**config.mk**
```make
export PLATFORM = sky130hd
export DESIGN_NAME = key_matrix_debounce_to_notes
export DESIGN_NICKNAME = d
export VERILOG_FILES = /design/src/rtl/kmd_pkg.sv /design/src/rtl/kmd_ram.sv /design/src/rtl/kmd_front.sv /design/src/rtl/kmd_back.sv /design/src/rtl/kmd_evt_q.sv /design/src/rtl/key_matrix_debounce_to_notes.sv
export SDC_FILE = /design/constraint.sdc
export NUM_CORES = 2
export LEC_CHECK = 0
export BUFFER_PORTS_ARGS = -buffer_cell sky130_fd_sc_hd__clkbuf_2
export CAP_MARGIN = 15
export CORE_MARGIN = 4
export CORE_UTILIZATION = 50
export CTS_BUF_LIST = sky130_fd_sc_hd__clkbuf_2 sky130_fd_sc_hd__clkbuf_4 sky130_fd_sc_hd__clkbuf_8
export CTS_CLUSTER_SIZE = 30
export DETAILED_ROUTE_END_ITERATION = 10
export PLACE_DENSITY = 0.65
export SYNTH_ARGS = -nofsm -noshare
export SYNTH_HDL_FRONTEND = slang
export SYNTH_SLANG_ARGS = --single-unit
```
**constraint.sdc**
```tcl
create_clock -name clk -period 25 [get_ports clk]
set_input_delay 2.5 -clock clk [delete_from_list [all_inputs] [get_ports clk]]
set_output_delay 2.5 -clock clk [all_outputs]
set_load 0.01 [all_outputs]
```
**src/rtl/kmd_pkg.sv**
```systemverilog
package kmd_pkg;

  // matrix geometry
  localparam int MAX_ROWS  = 8;
  localparam int MAX_COLS  = 8;
  localparam int KEY_COUNT = MAX_ROWS * MAX_COLS;
  localparam int KEY_W     = $clog2(KEY_COUNT);

  // field widths
  localparam int ROW_W      = 3;
  localparam int COL_W      = 3;
  localparam int DIM_W      = 4;
  localparam int TIME_W     = 32;
  localparam int DEB_W      = 16;
  localparam int NOTE_W     = 7;
  localparam int CHAN_W     = 5;
  localparam int IDXF_W     = ROW_W + DIM_W + 2;
  localparam int NOTE_SUM_W = IDXF_W + 1;

  localparam int NOTE_TOP = 127;
  localparam logic [NOTE_W-1:0] VEL_ON  = 7'd127;
  localparam logic [NOTE_W-1:0] VEL_OFF = 7'd0;

  // queues between the parts
  localparam int MID_DEPTH = 2;
  localparam int MID_PTR_W = (MID_DEPTH > 1) ? $clog2(MID_DEPTH) : 1;
  localparam int MID_CNT_W = $clog2(MID_DEPTH + 1);
  localparam int EVT_DEPTH = 4;
  localparam int EVT_PTR_W = $clog2(EVT_DEPTH);
  localparam int EVT_CNT_W = $clog2(EVT_DEPTH + 1);

  // configuration port
  localparam int CFG_IDX_W  = 3;
  localparam int CFG_DATA_W = 16;

  typedef enum logic [CFG_IDX_W-1:0] {
    CFG_NUM_ROWS  = 3'd0,
    CFG_NUM_COLS  = 3'd1,
    CFG_DEBOUNCE  = 3'd2,
    CFG_BASE_NOTE = 3'd3,
    CFG_CHANNEL   = 3'd4
  } cfg_idx_t;

  typedef struct packed {
    logic [DIM_W-1:0]  num_rows;
    logic [DIM_W-1:0]  num_cols;
    logic [DEB_W-1:0]  debounce_ms;
    logic [NOTE_W-1:0] base_note;
    logic [CHAN_W-1:0] midi_channel;
  } cfg_t;

  localparam cfg_t CFG_RESET = '{
    num_rows:     4'd8,
    num_cols:     4'd8,
    debounce_ms:  16'd50,
    base_note:    7'd36,
    midi_channel: 5'd1
  };

  typedef struct packed {
    logic [ROW_W-1:0]  row;
    logic [COL_W-1:0]  col;
    logic              pressed;
    logic [TIME_W-1:0] now_ms;
  } in_word_t;

  typedef struct packed {
    logic              note_on;
    logic [NOTE_W-1:0] note;
    logic [NOTE_W-1:0] velocity;
    logic [CHAN_W-1:0] channel;
  } out_word_t;

  // classified sample handed from front to back
  typedef struct packed {
    logic [KEY_W-1:0]  idx;
    logic              level;
    logic [TIME_W-1:0] now_ms;
    logic [NOTE_W-1:0] note;
    logic              note_ok;
  } mid_word_t;

  // per-key debounce state
  typedef struct packed {
    logic              level;
    logic [TIME_W-1:0] stamp;
  } key_state_t;

endpackage

```
**src/rtl/kmd_ram.sv**
```systemverilog
module kmd_ram #(
  parameter int WIDTH = 8,
  parameter int DEPTH = 16
) (
  input  logic                     clk,
  input  logic                     we,
  input  logic [$clog2(DEPTH)-1:0] waddr,
  input  logic [WIDTH-1:0]         wdata,
  input  logic                     re,
  input  logic [$clog2(DEPTH)-1:0] raddr,
  output logic [WIDTH-1:0]         rdata
);

  logic [WIDTH-1:0] mem [DEPTH];
  logic [WIDTH-1:0] rdata_r;

  always_ff @(posedge clk) begin
    if (we) begin
      mem[waddr] <= wdata;
    end
  end

  // registered read, old data on a same-address write
  always_ff @(posedge clk) begin
    if (re) begin
      rdata_r <= mem[raddr];
    end
  end

  assign rdata = rdata_r;

endmodule

```
**src/rtl/kmd_front.sv**
```systemverilog
module kmd_front (
  input  logic                clk,
  input  logic                rst_n,
  input  kmd_pkg::cfg_t       cfg,
  input  logic                in_push,
  output logic                in_full,
  input  kmd_pkg::in_word_t   in_data,
  output logic                mid_vld,
  output kmd_pkg::mid_word_t  mid_data,
  input  logic                mid_pop
);

  logic [kmd_pkg::DIM_W-1:0]      rows;
  logic [kmd_pkg::DIM_W-1:0]      cols;
  logic [kmd_pkg::IDXF_W-1:0]     idx_full;
  logic [kmd_pkg::NOTE_SUM_W-1:0] note_sum;
  logic                           in_range;
  logic                           accept;
  logic                           q_push;
  logic                           q_pop;
  kmd_pkg::mid_word_t             word;

  kmd_pkg::mid_word_t             q_r [kmd_pkg::MID_DEPTH];
  logic [kmd_pkg::MID_PTR_W-1:0]  wr_ptr_r, wr_ptr_nxt;
  logic [kmd_pkg::MID_PTR_W-1:0]  rd_ptr_r, rd_ptr_nxt;
  logic [kmd_pkg::MID_CNT_W-1:0]  cnt_r, cnt_nxt;

  // clamp the configured matrix to the built size
  assign rows = (cfg.num_rows > kmd_pkg::DIM_W'(kmd_pkg::MAX_ROWS))
              ? kmd_pkg::DIM_W'(kmd_pkg::MAX_ROWS) : cfg.num_rows;
  assign cols = (cfg.num_cols > kmd_pkg::DIM_W'(kmd_pkg::MAX_COLS))
              ? kmd_pkg::DIM_W'(kmd_pkg::MAX_COLS) : cfg.num_cols;

  // key index and note number
  assign idx_full = kmd_pkg::IDXF_W'(in_data.row) * kmd_pkg::IDXF_W'(cols)
                  + kmd_pkg::IDXF_W'(in_data.col);
  assign note_sum = kmd_pkg::NOTE_SUM_W'(cfg.base_note)
                  + kmd_pkg::NOTE_SUM_W'(idx_full);

  assign in_range = (kmd_pkg::DIM_W'(in_data.row) < rows)
                 && (kmd_pkg::DIM_W'(in_data.col) < cols)
                 && (idx_full < kmd_pkg::IDXF_W'(kmd_pkg::KEY_COUNT));

  always_comb begin
    word.idx     = idx_full[kmd_pkg::KEY_W-1:0];
    word.level   = in_data.pressed;
    word.now_ms  = in_data.now_ms;
    word.note    = note_sum[kmd_pkg::NOTE_W-1:0];
    word.note_ok = (note_sum <= kmd_pkg::NOTE_SUM_W'(kmd_pkg::NOTE_TOP));
  end

  // out-of-matrix samples are dropped here
  assign in_full = (cnt_r == kmd_pkg::MID_CNT_W'(kmd_pkg::MID_DEPTH));
  assign accept  = in_push && !in_full;
  assign q_push  = accept && in_range;
  assign mid_vld = (cnt_r != '0);
  assign q_pop   = mid_pop && mid_vld;
  assign mid_data = q_r[rd_ptr_r];

  // queue pointers
  always_comb begin
    wr_ptr_nxt = wr_ptr_r;
    rd_ptr_nxt = rd_ptr_r;
    cnt_nxt    = cnt_r;
    if (q_push) begin
      wr_ptr_nxt = (wr_ptr_r == kmd_pkg::MID_PTR_W'(kmd_pkg::MID_DEPTH - 1))
                 ? '0 : wr_ptr_r + 1'b1;
    end
    if (q_pop) begin
      rd_ptr_nxt = (rd_ptr_r == kmd_pkg::MID_PTR_W'(kmd_pkg::MID_DEPTH - 1))
                 ? '0 : rd_ptr_r + 1'b1;
    end
    cnt_nxt = cnt_r + kmd_pkg::MID_CNT_W'(q_push) - kmd_pkg::MID_CNT_W'(q_pop);
  end

  always_ff @(posedge clk) begin
    if (!rst_n) begin
      wr_ptr_r <= '0;
      rd_ptr_r <= '0;
      cnt_r    <= '0;
    end else begin
      wr_ptr_r <= wr_ptr_nxt;
      rd_ptr_r <= rd_ptr_nxt;
      cnt_r    <= cnt_nxt;
    end
  end

  always_ff @(posedge clk) begin
    if (q_push) begin
      q_r[wr_ptr_r] <= word;
    end
  end

endmodule

```
**src/rtl/kmd_back.sv**
```systemverilog
module kmd_back (
  input  logic                           clk,
  input  logic                           rst_n,
  input  kmd_pkg::cfg_t                  cfg,
  input  logic                           mid_vld,
  input  kmd_pkg::mid_word_t             mid_data,
  output logic                           mid_pop,
  input  logic [kmd_pkg::EVT_CNT_W-1:0]  evt_cnt,
  output logic                           evt_push,
  output kmd_pkg::out_word_t             evt_data
);

  logic [kmd_pkg::EVT_CNT_W:0]    inflight;
  logic                           room;
  logic                           s1_vld_r;
  kmd_pkg::mid_word_t             s1_r;
  kmd_pkg::key_state_t            ram_rdata;
  kmd_pkg::key_state_t            cur;
  kmd_pkg::key_state_t            wr_state;
  logic [kmd_pkg::TIME_W-1:0]     elapsed;
  logic                           change;
  logic [kmd_pkg::KEY_COUNT-1:0]  key_vld_r;
  logic                           byp_vld_r;
  logic [kmd_pkg::KEY_W-1:0]      byp_idx_r;
  kmd_pkg::key_state_t            byp_r;

  // take a word only if its result is sure to find a queue slot
  assign inflight = (kmd_pkg::EVT_CNT_W + 1)'(evt_cnt)
                  + (kmd_pkg::EVT_CNT_W + 1)'(s1_vld_r);
  assign room     = inflight < (kmd_pkg::EVT_CNT_W + 1)'(kmd_pkg::EVT_DEPTH);
  assign mid_pop  = mid_vld && room;

  kmd_ram #(
    .WIDTH ($bits(kmd_pkg::key_state_t)),
    .DEPTH (kmd_pkg::KEY_COUNT)
  ) u_state_ram (
    .clk   (clk),
    .we    (change),
    .waddr (s1_r.idx),
    .wdata (wr_state),
    .re    (mid_pop),
    .raddr (mid_data.idx),
    .rdata (ram_rdata)
  );

  // lookup stage
  always_ff @(posedge clk) begin
    if (!rst_n) begin
      s1_vld_r <= 1'b0;
    end else begin
      s1_vld_r <= mid_pop;
    end
  end

  always_ff @(posedge clk) begin
    if (mid_pop) begin
      s1_r <= mid_data;
    end
  end

  // newest write wins, then the ram, then the reset value
  always_comb begin
    if (byp_vld_r && (byp_idx_r == s1_r.idx)) begin
      cur = byp_r;
    end else if (key_vld_r[s1_r.idx]) begin
      cur = ram_rdata;
    end else begin
      cur = '0;
    end
  end

  // debounce decision
  assign elapsed = s1_r.now_ms - cur.stamp;
  assign change  = s1_vld_r && (s1_r.level != cur.level)
                && (elapsed > kmd_pkg::TIME_W'(cfg.debounce_ms));

  always_comb begin
    wr_state.level = s1_r.level;
    wr_state.stamp = s1_r.now_ms;
  end

  // per-key written flags and last-write bypass
  always_ff @(posedge clk) begin
    if (!rst_n) begin
      key_vld_r <= '0;
      byp_vld_r <= 1'b0;
    end else if (change) begin
      key_vld_r[s1_r.idx] <= 1'b1;
      byp_vld_r           <= 1'b1;
    end
  end

  always_ff @(posedge clk) begin
    if (change) begin
      byp_idx_r <= s1_r.idx;
      byp_r     <= wr_state;
    end
  end

  // note event
  assign evt_push = change && s1_r.note_ok;

  always_comb begin
    evt_data.note_on  = s1_r.level;
    evt_data.note     = s1_r.note;
    evt_data.velocity = s1_r.level ? kmd_pkg::VEL_ON : kmd_pkg::VEL_OFF;
    evt_data.channel  = cfg.midi_channel;
  end

  // a key's state is marked written the cycle after its update
  a_vld_after_write: assert property (@(posedge clk) disable iff (!rst_n)
    change |=> key_vld_r[$past(s1_r.idx)])
    else $error("key state written but not marked valid");

  // the lookup stage only holds a word popped in the cycle before
  a_s1_from_pop: assert property (@(posedge clk) disable iff (!rst_n)
    s1_vld_r |-> $past(mid_pop))
    else $error("lookup stage valid without a pop");

  // the event queue never overflows
  a_evt_room: assert property (@(posedge clk) disable iff (!rst_n)
    evt_push |-> (evt_cnt < kmd_pkg::EVT_CNT_W'(kmd_pkg::EVT_DEPTH)))
    else $error("event pushed into a full queue");

endmodule

```
**src/rtl/kmd_evt_q.sv**
```systemverilog
module kmd_evt_q (
  input  logic                           clk,
  input  logic                           rst_n,
  input  logic                           push,
  input  kmd_pkg::out_word_t             push_data,
  input  logic                           pop,
  output logic                           empty,
  output kmd_pkg::out_word_t             head,
  output logic [kmd_pkg::EVT_CNT_W-1:0]  cnt
);

  kmd_pkg::out_word_t             q_r [kmd_pkg::EVT_DEPTH];
  logic [kmd_pkg::EVT_PTR_W-1:0]  wr_ptr_r, wr_ptr_nxt;
  logic [kmd_pkg::EVT_PTR_W-1:0]  rd_ptr_r, rd_ptr_nxt;
  logic [kmd_pkg::EVT_CNT_W-1:0]  cnt_r, cnt_nxt;
  logic                           pop_ok;

  assign empty  = (cnt_r == '0);
  assign pop_ok = pop && !empty;
  assign head   = q_r[rd_ptr_r];
  assign cnt    = cnt_r;

  // ring pointers, depth is a power of two
  always_comb begin
    wr_ptr_nxt = wr_ptr_r + kmd_pkg::EVT_PTR_W'(push);
    rd_ptr_nxt = rd_ptr_r + kmd_pkg::EVT_PTR_W'(pop_ok);
    cnt_nxt    = cnt_r + kmd_pkg::EVT_CNT_W'(push) - kmd_pkg::EVT_CNT_W'(pop_ok);
  end

  always_ff @(posedge clk) begin
    if (!rst_n) begin
      wr_ptr_r <= '0;
      rd_ptr_r <= '0;
      cnt_r    <= '0;
    end else begin
      wr_ptr_r <= wr_ptr_nxt;
      rd_ptr_r <= rd_ptr_nxt;
      cnt_r    <= cnt_nxt;
    end
  end

  always_ff @(posedge clk) begin
    if (push) begin
      q_r[wr_ptr_r] <= push_data;
    end
  end

endmodule

```
**src/rtl/key_matrix_debounce_to_notes.sv**
```systemverilog
// Key matrix debounce to note events.
// Input queue side: drive in_data with one key sample (row, col, pressed,
// now_ms) and raise in_push; the word is taken on a clock edge where
// in_full is low. Samples outside the configured matrix are dropped.
// Output queue side: while out_empty is low, out_data holds the oldest
// note event; raise out_pop to take it. Samples that pass the debounce
// test and map to a note in range produce one event, others none.
// A sample is registered in the front queue, lookup stage and event queue.
// Throughput: one sample per cycle unless stalled, set by the single read
// and single write port of the per-key state memory, with a bypass of the
// last write so back-to-back samples of the same key see fresh state. If
// out_pop stays low the four-entry event queue fills, the back end stops
// drawing from the two-entry front queue, and in_full then rises.
// Configuration: cfg_we writes cfg_wdata into register cfg_idx; write only
// while idle. Reset (rst_n low, synchronous) empties both queues, restores
// the register defaults and marks every key released with time zero; no
// clearing sweep is needed, samples are taken once reset is released.
module key_matrix_debounce_to_notes (
  input  logic                            clk,
  input  logic                            rst_n,
  input  logic                            in_push,
  output logic                            in_full,
  input  kmd_pkg::in_word_t               in_data,
  output logic                            out_empty,
  input  logic                            out_pop,
  output kmd_pkg::out_word_t              out_data,
  input  logic                            cfg_we,
  input  logic [kmd_pkg::CFG_IDX_W-1:0]   cfg_idx,
  input  logic [kmd_pkg::CFG_DATA_W-1:0]  cfg_wdata
);

  kmd_pkg::cfg_t                  cfg_r, cfg_nxt;
  logic                           mid_vld;
  kmd_pkg::mid_word_t             mid_data;
  logic                           mid_pop;
  logic [kmd_pkg::EVT_CNT_W-1:0]  evt_cnt;
  logic                           evt_push;
  kmd_pkg::out_word_t             evt_data;

  // configuration registers
  always_comb begin
    cfg_nxt = cfg_r;
    if (cfg_we) begin
      unique case (kmd_pkg::cfg_idx_t'(cfg_idx))
        kmd_pkg::CFG_NUM_ROWS:  cfg_nxt.num_rows     = cfg_wdata[kmd_pkg::DIM_W-1:0];
        kmd_pkg::CFG_NUM_COLS:  cfg_nxt.num_cols     = cfg_wdata[kmd_pkg::DIM_W-1:0];
        kmd_pkg::CFG_DEBOUNCE:  cfg_nxt.debounce_ms  = cfg_wdata[kmd_pkg::DEB_W-1:0];
        kmd_pkg::CFG_BASE_NOTE: cfg_nxt.base_note    = cfg_wdata[kmd_pkg::NOTE_W-1:0];
        kmd_pkg::CFG_CHANNEL:   cfg_nxt.midi_channel = cfg_wdata[kmd_pkg::CHAN_W-1:0];
        default: cfg_nxt = cfg_r;
      endcase
    end
  end

  always_ff @(posedge clk) begin
    if (!rst_n) begin
      cfg_r <= kmd_pkg::CFG_RESET;
    end else begin
      cfg_r <= cfg_nxt;
    end
  end

  // classify and queue samples
  kmd_front u_front (
    .clk      (clk),
    .rst_n    (rst_n),
    .cfg      (cfg_r),
    .in_push  (in_push),
    .in_full  (in_full),
    .in_data  (in_data),
    .mid_vld  (mid_vld),
    .mid_data (mid_data),
    .mid_pop  (mid_pop)
  );

  // debounce against per-key state
  kmd_back u_back (
    .clk      (clk),
    .rst_n    (rst_n),
    .cfg      (cfg_r),
    .mid_vld  (mid_vld),
    .mid_data (mid_data),
    .mid_pop  (mid_pop),
    .evt_cnt  (evt_cnt),
    .evt_push (evt_push),
    .evt_data (evt_data)
  );

  // note event queue
  kmd_evt_q u_evt_q (
    .clk       (clk),
    .rst_n     (rst_n),
    .push      (evt_push),
    .push_data (evt_data),
    .pop       (out_pop),
    .empty     (out_empty),
    .head      (out_data),
    .cnt       (evt_cnt)
  );

endmodule

```
After elaboration in Yosys (flattened, before gate mapping)
Memories as Yosys holds them, arrays and structs flattened. A register that Yosys moved wholly into a read port is not among the register bits.
Index checks and enable logic that the tools add are counted.
W data, S select, Z words.

word-level totals
  memories = 3
  register bits = 199
  bits of input ports = 63
  word-level logic and storage cells = 98
  bits in writable memories = 2286
  output and inout bits = 22

operators by class
  equal/unequal tests = 7
  magnitude comparators = 10
  multipliers = 1
  add/subtract/negate cells = 12
  reductions and logical operators = 22
  multiplexer cells = 20
  bitwise gates (word level) = 1

memories
  memory                  depth  bits a word  rd ports  clocked after memory_dff  write ports  RTL line         source
  u_back.u_state_ram.mem  64     33           1         1                         1            kmd_ram.sv:14    logic [WIDTH-1:0] mem [DEPTH];
  u_front.q_r             2      47           1         1                         1            kmd_front.sv:23  kmd_pkg::mid_word_t q_r [kmd_pkg::MID_DEPTH];
  u_evt_q.q_r             4      20           1         1                         1            kmd_evt_q.sv:12  kmd_pkg::out_word_t q_r [kmd_pkg::EVT_DEPTH];

operator list
  operator               number
  $mux W33               2
  $or A64 B64 Y64        1
  $gt A32 B16 Y1         1
  $sub A32 B32 Y32       1
  $logic_and A1 B1 Y1    12
  $mux W1                12
  $add A7 B9 Y10         1
  $le A10 B7 Y1 const B  1
  $reduce_and A2 Y1      5
  $lt A9 B7 Y1 const B   1
  $add A7 B3 Y8          1
  $gt A4 B4 Y1 const B   2
  $lt A3 B4 Y1           2
  $mux W4                2
  $lt A6 B7 Y1 const B   1
  $mul A3 B4 Y7          1
  $mux W7                1
  $add A2 B1 Y2          3
  $bmux W1 S6            1
  $demux W1 S6           1
  $eq A3 B2 Y1 const B   2
  $eq A6 B6 Y1           1
  $ge A6 B1 Y1 const B   1
  $logic_not A3 Y1       2
  13 further kinds       15

Longest topological paths before layout
  depth after elaboration = 10
  mapped depth = 35
  mapped depth without buffers = 30

By module
Synthesis repeated with hierarchy kept, for this count alone.

second synthesis, totals
  cells, all modules = 5022
  area total of the unflattened synthesis = 99306.5 sq um

modules (own cells, without submodules)
  module                        cells an instance  sequential area each (sq um)  area an instance (sq um)  instances
  kmd_ram                       3598               64411.8                       81523.2                   1
  kmd_back                      862                3903.7                        8589.5                    1
  kmd_front                     277                2922.8                        4463.0                    1
  kmd_evt_q                     139                2542.4                        3273.1                    1
  key_matrix_debounce_to_notes  146                720.7                         1457.6                    1

Least setup slack after synthesis
OpenSTA, ideal clock, no wires.

  kind = register to register
  start = reg u_back.s1_r[41] (netlist name)
  end = mem u_back.u_state_ram.mem[50][0] (netlist name), enable pin
  stages on the path, launching flop included = 29
  slack = 17.177 ns
  period minus slack after synthesis = 7.823 ns
  data required time = 24.555 ns
  library setup time = 0.445 ns
  buffers on the path = 5
  data arrival time = 7.377 ns
  cells stage by stage = edfxtp_1 > buf_2 > buf_2 > or3_1 > a211oi_1 > a2111oi_4 > a21oi_2 > clkbuf_1 > a22oi_1 > ha_1 > o211ai_1 > a21oi_1 > o21ai_1 > nand2b_1 > nand2b_1 > a21oi_1 > xnor2_1 > ha_1 > nand4_1 > or3_1 > a21oi_1 > nor3_1 > o2111ai_1 > or4_4 > nor4_4 > and4_1 > buf_6 > buf_12 > nor4_2

on the way
  cells in the longest elaborated chain, start to end = 9
  elaborated cells between the ends (all ways) = 13
  classes of those cells = add/sub: 1; order compare: 1; eq/ne: 2; mux: 6; reduce/logical: 3

RTL lines
  what                                                   RTL line                        source
  from (decl)                                            kmd_back.sv:16                  kmd_pkg::mid_word_t s1_r;
  from (signal assigned)                                 kmd_back.sv:57                  s1_r <= mid_data;
  $bmux W1 S6                                            kmd_back.sv:65                  end else if (key_vld_r[s1_r.idx]) begin
  $mux W1 (not written as such)                          kmd_back.sv:65
  $mux W33                                               kmd_back.sv:65
  $mux W33                                               kmd_back.sv:63                  if (byp_vld_r && (byp_idx_r == s1_r.idx)) begin
  $sub A32 B32 Y32 or $ne A1 B1 Y1 (tied branches)       kmd_back.sv:73, kmd_back.sv:74
  $gt A32 B16 Y1 or $logic_and A1 B1 Y1 (tied branches)  kmd_back.sv:75, kmd_back.sv:74
  $logic_and A1 B1 Y1                                    kmd_back.sv:75                  && (elapsed > kmd_pkg::TIME_W'(cfg.debounce_ms));
  $mux W1                                                kmd_ram.sv:18                   if (we) begin
  $mux W1 (not written as such)                          kmd_ram.sv:19                   mem[waddr] <= wdata;
  to (decl)                                              kmd_ram.sv:14

Several ways; a longest one is shown, not always the timed one. The select of a mux whose other input is x is not followed.

Final worst setup path
  start = reg u_back.s1_r[42] (netlist name)
  end = reg u_evt_q.cnt_r, in the netlist u_evt_q.cnt[2]

on the way
  cells in the longest elaborated chain, start to end = 10
  elaborated cells between the ends (all ways) = 14
  classes of those cells = add/sub: 3; order compare: 1; eq/ne: 2; mux: 4; reduce/logical: 4

RTL lines
  what                                                   RTL line                        source
  $bmux W1 S6                                            kmd_back.sv:65
  $mux W1 (not written as such)                          kmd_back.sv:65
  $mux W33                                               kmd_back.sv:65
  $mux W33 *                                             kmd_back.sv:63
  $sub A32 B32 Y32 or $ne A1 B1 Y1 (tied branches)       kmd_back.sv:73, kmd_back.sv:74
  $gt A32 B16 Y1 or $logic_and A1 B1 Y1 (tied branches)  kmd_back.sv:75, kmd_back.sv:74
  $logic_and A1 B1 Y1 *                                  kmd_back.sv:75
  $logic_and A1 B1 Y1 *                                  kmd_back.sv:101                 assign evt_push = change && s1_r.note_ok;
  $add A3 B1 Y3 *                                        kmd_evt_q.sv:27                 cnt_nxt = cnt_r + kmd_pkg::EVT_CNT_W'(push) - kmd_pkg::EVT_CNT_W'(pop_ok);
  $sub A3 B1 Y3 *                                        kmd_evt_q.sv:27
  to (signal assigned)                                   kmd_evt_q.sv:38                 cnt_r <= cnt_nxt;
  to (decl)                                              kmd_evt_q.sv:15                 logic [kmd_pkg::EVT_CNT_W-1:0] cnt_r, cnt_nxt;

Mark *: on every way between the ends. The rest lies on a longest branch, timed or not. The select of a mux whose other input is x is not followed.
A chain may end at the register's enable or synchronous reset.

==> results.rst <==
.. list-table::
   :header-rows: 1

   * - Metric
     - Value
   * - Total count of max-transition violations in the final report
     - 0
   * - Synth-to-layout area growth
     - 11.6%
   * - Share of the yosys chip area belonging to registers
     - 0.729
   * - Slew of the pin with the lowest slew margin
     - roughly 1.4 ns
   * - Synth Net Count
     - approximately 7900
   * - Worst r2r src
     - u_back.s1_r[42]
   * - Core Rows
     - 164
   * - Cell with the largest stage delay on the worst path
     - sky130_fd_sc_hd__nor2b_1
   * - Count of buffers from port buffering
     - 84
   * - Cells resized by post-CTS repair
     - 0
   * - Clock Path Buffers
     - 4
   * - Clock sink total
     - roughly 2500
   * - I/O pin total
     - between 80 and 90
   * - Height of the chip
     - about 460 um
   * - Post-CTS setup-driven buffer insertion count
     - 0
   * - Die Wd
     - roughly 460 um
   * - Number of cells on the worst hold path
     - 2
   * - Later-pin clock latency in the skew report
     - approximately 1.1 ns
   * - Root buffer selected by CTS
     - sky130_fd_sc_hd__clkbuf_8
   * - Die outline area
     - approximately 210000 sq um
   * - P per Cell Area
     - ~110 nW/um^2
   * - Endpoint of the lowest-slack register-to-register path
     - u_evt_q.cnt[2]
   * - Maximum number of pins on one net before global-route repair
     - around 180
   * - Final layout net count
     - slightly above 8000
   * - Commonest cells in the synthesized netlist
     - sky130_fd_sc_hd__edfxtp_1 (2377), sky130_fd_sc_hd__nand2_1 (2263), sky130_fd_sc_hd__nand3_1 (1076)
   * - Clock-pin transition on the worst setup and hold timing paths
     - 0.06 ns
   * - Mean instance size in the synthesized netlist
     - between 10 and 15 sq um
   * - Total wire length
     - between 300000 and 400000 um
   * - Most instantiated flip-flop cell in the synthesis netlist
     - sky130_fd_sc_hd__edfxtp_1
   * - Proportion of layout cells with a drive suffix above 1
     - 0.131
   * - Worst r2r path cells
     - 33
   * - Hold slack final
     - roughly 0.45 ns
   * - Half-perimeter wire length after placement
     - 180000 um
   * - WS Path Type
     - flop to flop
   * - Post-synthesis instance area
     - between 100000 and 150000 sq um
   * - Unrepaired setup endpoints after global routing
     - false
   * - Vias in the first global route
     - 62363
   * - Detailed-route DRC error count
     - 0
   * - Origin of the worst min-delay path
     - u_back.key_vld_r[63]
   * - Maximum clock skew at final layout
     - 0.0773 ns
   * - Data required time of the critical path
     - 25.97 ns
   * - Top cells by area, synth
     - sky130_fd_sc_hd__edfxtp_1 (71%), sky130_fd_sc_hd__nand2_1 (8.4%), sky130_fd_sc_hd__nand3_1 (5.3%)
   * - Flop and latch count out of synthesis
     - 2491
   * - Total number of vias
     - ~66000
   * - HP Class
     - flop to flop
   * - Arrival time of data at the critical path endpoint
     - between 10 and 15 ns
   * - Count leader, synth
     - sky130_fd_sc_hd__edfxtp_1
   * - Nature of the critical path endpoint
     - flop
   * - Number of distinct library cell variants in the gate-level netlist after synthesis
     - 99
   * - Post-layout min period
     - between 9 and 10 ns
   * - Initial core utilization
     - 0.505
   * - Core area
     - about 200000 sq um
   * - Maximum clock rate
     - between 100 and 150 MHz
   * - Result of the run
     - completed
   * - Number of vias per cell
     - between 6 and 7
   * - Storage cell area
     - 73700 sq um
   * - Initial antenna violation count
     - 15
   * - Cts bufs inserted
     - ~400
   * - Routability congestion estimate from global placement
     - between 0.9 and 1
   * - Count of yosys warnings during synthesis
     - 0
   * - Final setup violation count
     - 0
   * - Setup slack of the worst register-to-register path
     - about 15 ns
   * - Total area of multi-input combinational cells
     - between 20000 and 30000 sq um
   * - Static power due to leakage
     - between 30 and 40 nW
   * - Antenna Violating Nets Remaining
     - 0
   * - Crit-path max FO
     - 33
   * - Routed WL per cell
     - around 28 um
   * - End point of the worst hold path
     - u_back.key_vld_r[63]
   * - Longest individual stage delay on the worst path
     - ~0.70 ns
   * - Total GRT Usage
     - 0.284
   * - Total overflow reported by the global router
     - 0
   * - Cells after synthesis
     - 7773
   * - Global-route wire length before repair
     - about 440000 um
   * - EDFF count, synth
     - around 2400
   * - Peak supply drop
     - around 70 uV
   * - Ratio of final minimum period to clock period
     - 0.385
   * - Initial detailed-routing violation count
     - just over 9000
   * - Max-slew headroom at the worst pin
     - 0.0663
   * - Fill count
     - around 16000
   * - Dominant cell type by area after synthesis
     - sky130_fd_sc_hd__edfxtp_1
   * - H-tree lvl count
     - 5
   * - Final hold viol count
     - 0
   * - Category of the worst setup path launch point
     - flop
   * - Fraction of synthesized cell area taken by the top area cell type
     - 0.706
   * - TritonCTS clock tree
     - done
   * - Pre-antenna DRT Iters
     - 8
   * - Setup TNS
     - 0 ns
   * - Hold-fix buffers, CTS
     - 0
   * - # Max-Cap Violations
     - 0
   * - FFs w/ async S/R, synth
     - 0
## worst max-delay path, delay by kind of cell (launching register included)
| kind | cells | cell delay (ns) |
|---|---|---|
| xor+xnor | 2 | 0.32 |
| flops | 1 | 0.32 |
| fa+ha+maj | 4 | 1.30 |
| simple gates | 13 | 3.42 |
| buf+inv | 4 | 1.53 |
| compound gates | 10 | 2.51 |
## final cells by class
type,count,area share
Inverter,57,0.00207
Antenna cell,12,0.000266
Multi-Input combinational cell,4703,0.227
Clock buffer,549,0.0600
Tap cell,2656,0.0295
Timing Repair Buffer,270,0.0186
Sequential cell,2491,0.653
Clock inverter,174,0.00892
## power by group
part	switching, mW	leakage (nW)	internal [mW]
registers	0.101	22.4	5.12
clock network	1.60	4.11	1.84
logic	2.62	11.9	0.766
total	4.33	38.4	7.73
## metal layers
| layer | wire [um] | track usage | share of wire | up-vias |
|---|---|---|---|---|
| met5 | 41 | 0 | 0.00013 | - |
| met4 | 16800 | 0.146 | 0.055 | 6 |
| met3 | 30900 | 0.0603 | 0.10 | 609 |
| met2 | 139000 | 0.432 | 0.46 | 3630 |
| met1 | 118000 | 0.388 | 0.39 | 32924 |
| li1 | - | - | - | 29124 |
## layout by cell type (no fill, tap or decap), types with 29 or more instances in the layout
cell and count:
sky130_fd_sc_hd__a31oi_1 35, sky130_fd_sc_hd__nand3_1 1074, sky130_fd_sc_hd__and3_1 134, sky130_fd_sc_hd__inv_1 51, sky130_fd_sc_hd__o21ai_1 47, sky130_fd_sc_hd__a21oi_1 112, sky130_fd_sc_hd__nor2_1 29, sky130_fd_sc_hd__a22oi_1 33
sky130_fd_sc_hd__dfxtp_1 113, sky130_fd_sc_hd__o21a_1 33, sky130_fd_sc_hd__nor2_4 43, sky130_fd_sc_hd__clkbuf_4 126, sky130_fd_sc_hd__edfxtp_1 2377, sky130_fd_sc_hd__nor2b_1 29, sky130_fd_sc_hd__mux2_2 44, sky130_fd_sc_hd__mux2i_1 30
sky130_fd_sc_hd__clkinv_2 42, sky130_fd_sc_hd__buf_4 165, sky130_fd_sc_hd__clkbuf_2 83, sky130_fd_sc_hd__clkbuf_8 423, sky130_fd_sc_hd__nor3_1 44, sky130_fd_sc_hd__ha_1 77, sky130_fd_sc_hd__nand2_1 2262, sky130_fd_sc_hd__a311oi_1 363
sky130_fd_sc_hd__clkinv_1 110
## state kept, by name, summed over array words and instances, names as in the netlist, named ones only
register and flops:
u_front.q_r 94, u_back.u_state_ram.rdata 33, u_front.cnt_r 2, u_back.s1_r 39, u_evt_q.cnt 3, u_evt_q.rd_ptr_r 2, u_front.wr_ptr_r 1, u_back.byp_r 33
u_back.evt_data 8, u_evt_q.q_r 52, u_evt_q.wr_ptr_r 2, u_front.rd_ptr_r 1, u_back.byp_idx_r 6, u_back.s1_vld_r 1, u_back.u_state_ram.mem 2112, u_back.key_vld_r 64
u_back.byp_vld_r 1, cfg_r 36
## logic make-up after synthesis
group,synth area share
and+or+nand+nor,0.161
DFF,0.729
AOI/OAI and AO/OA,0.0586
buffers and inverters,0.0233
muxes,0.0127
adders and majority gates,0.0109
xor gates and xnor gates,0.00426
## worst max path at each step
stage | depth (start not counted) | from | slack, ns | end
5_1_grt | 33 | u_back.s1_r[42] | 15.01 | u_evt_q.cnt[2]
3_3_place_gp | 32 | u_back.s1_r[42] | 15.41 | u_evt_q.cnt[2]
4_1_cts | 33 | u_back.s1_r[42] | 15.46 | u_evt_q.cnt[2]
2_1_floorplan | 28 | u_back.s1_r[41] | 17.18 | u_back.u_state_ram.mem[50][0]
6_report | 33 | u_back.s1_r[42] | 15.38 | u_evt_q.cnt[2]
3_5_place_dp | 33 | u_back.s1_r[42] | 15.47 | u_evt_q.cnt[2]
## metrics by stage
stage,util,worst slack (ns),std cells,cell area [sq um],power [mW]
after floorplan,-,17.18,7773,101000,7.07
after global placement,0.524,15.41,10170,105000,8.61
after detailed placement,0.524,15.47,10170,105000,8.63
after CTS,0.562,15.46,10893,113000,12.0
after global routing,0.563,15.01,10906,113000,12.4
final,0.563,15.38,10912,113000,12.1
Note: power is estimated with default switching activity, not from simulation.
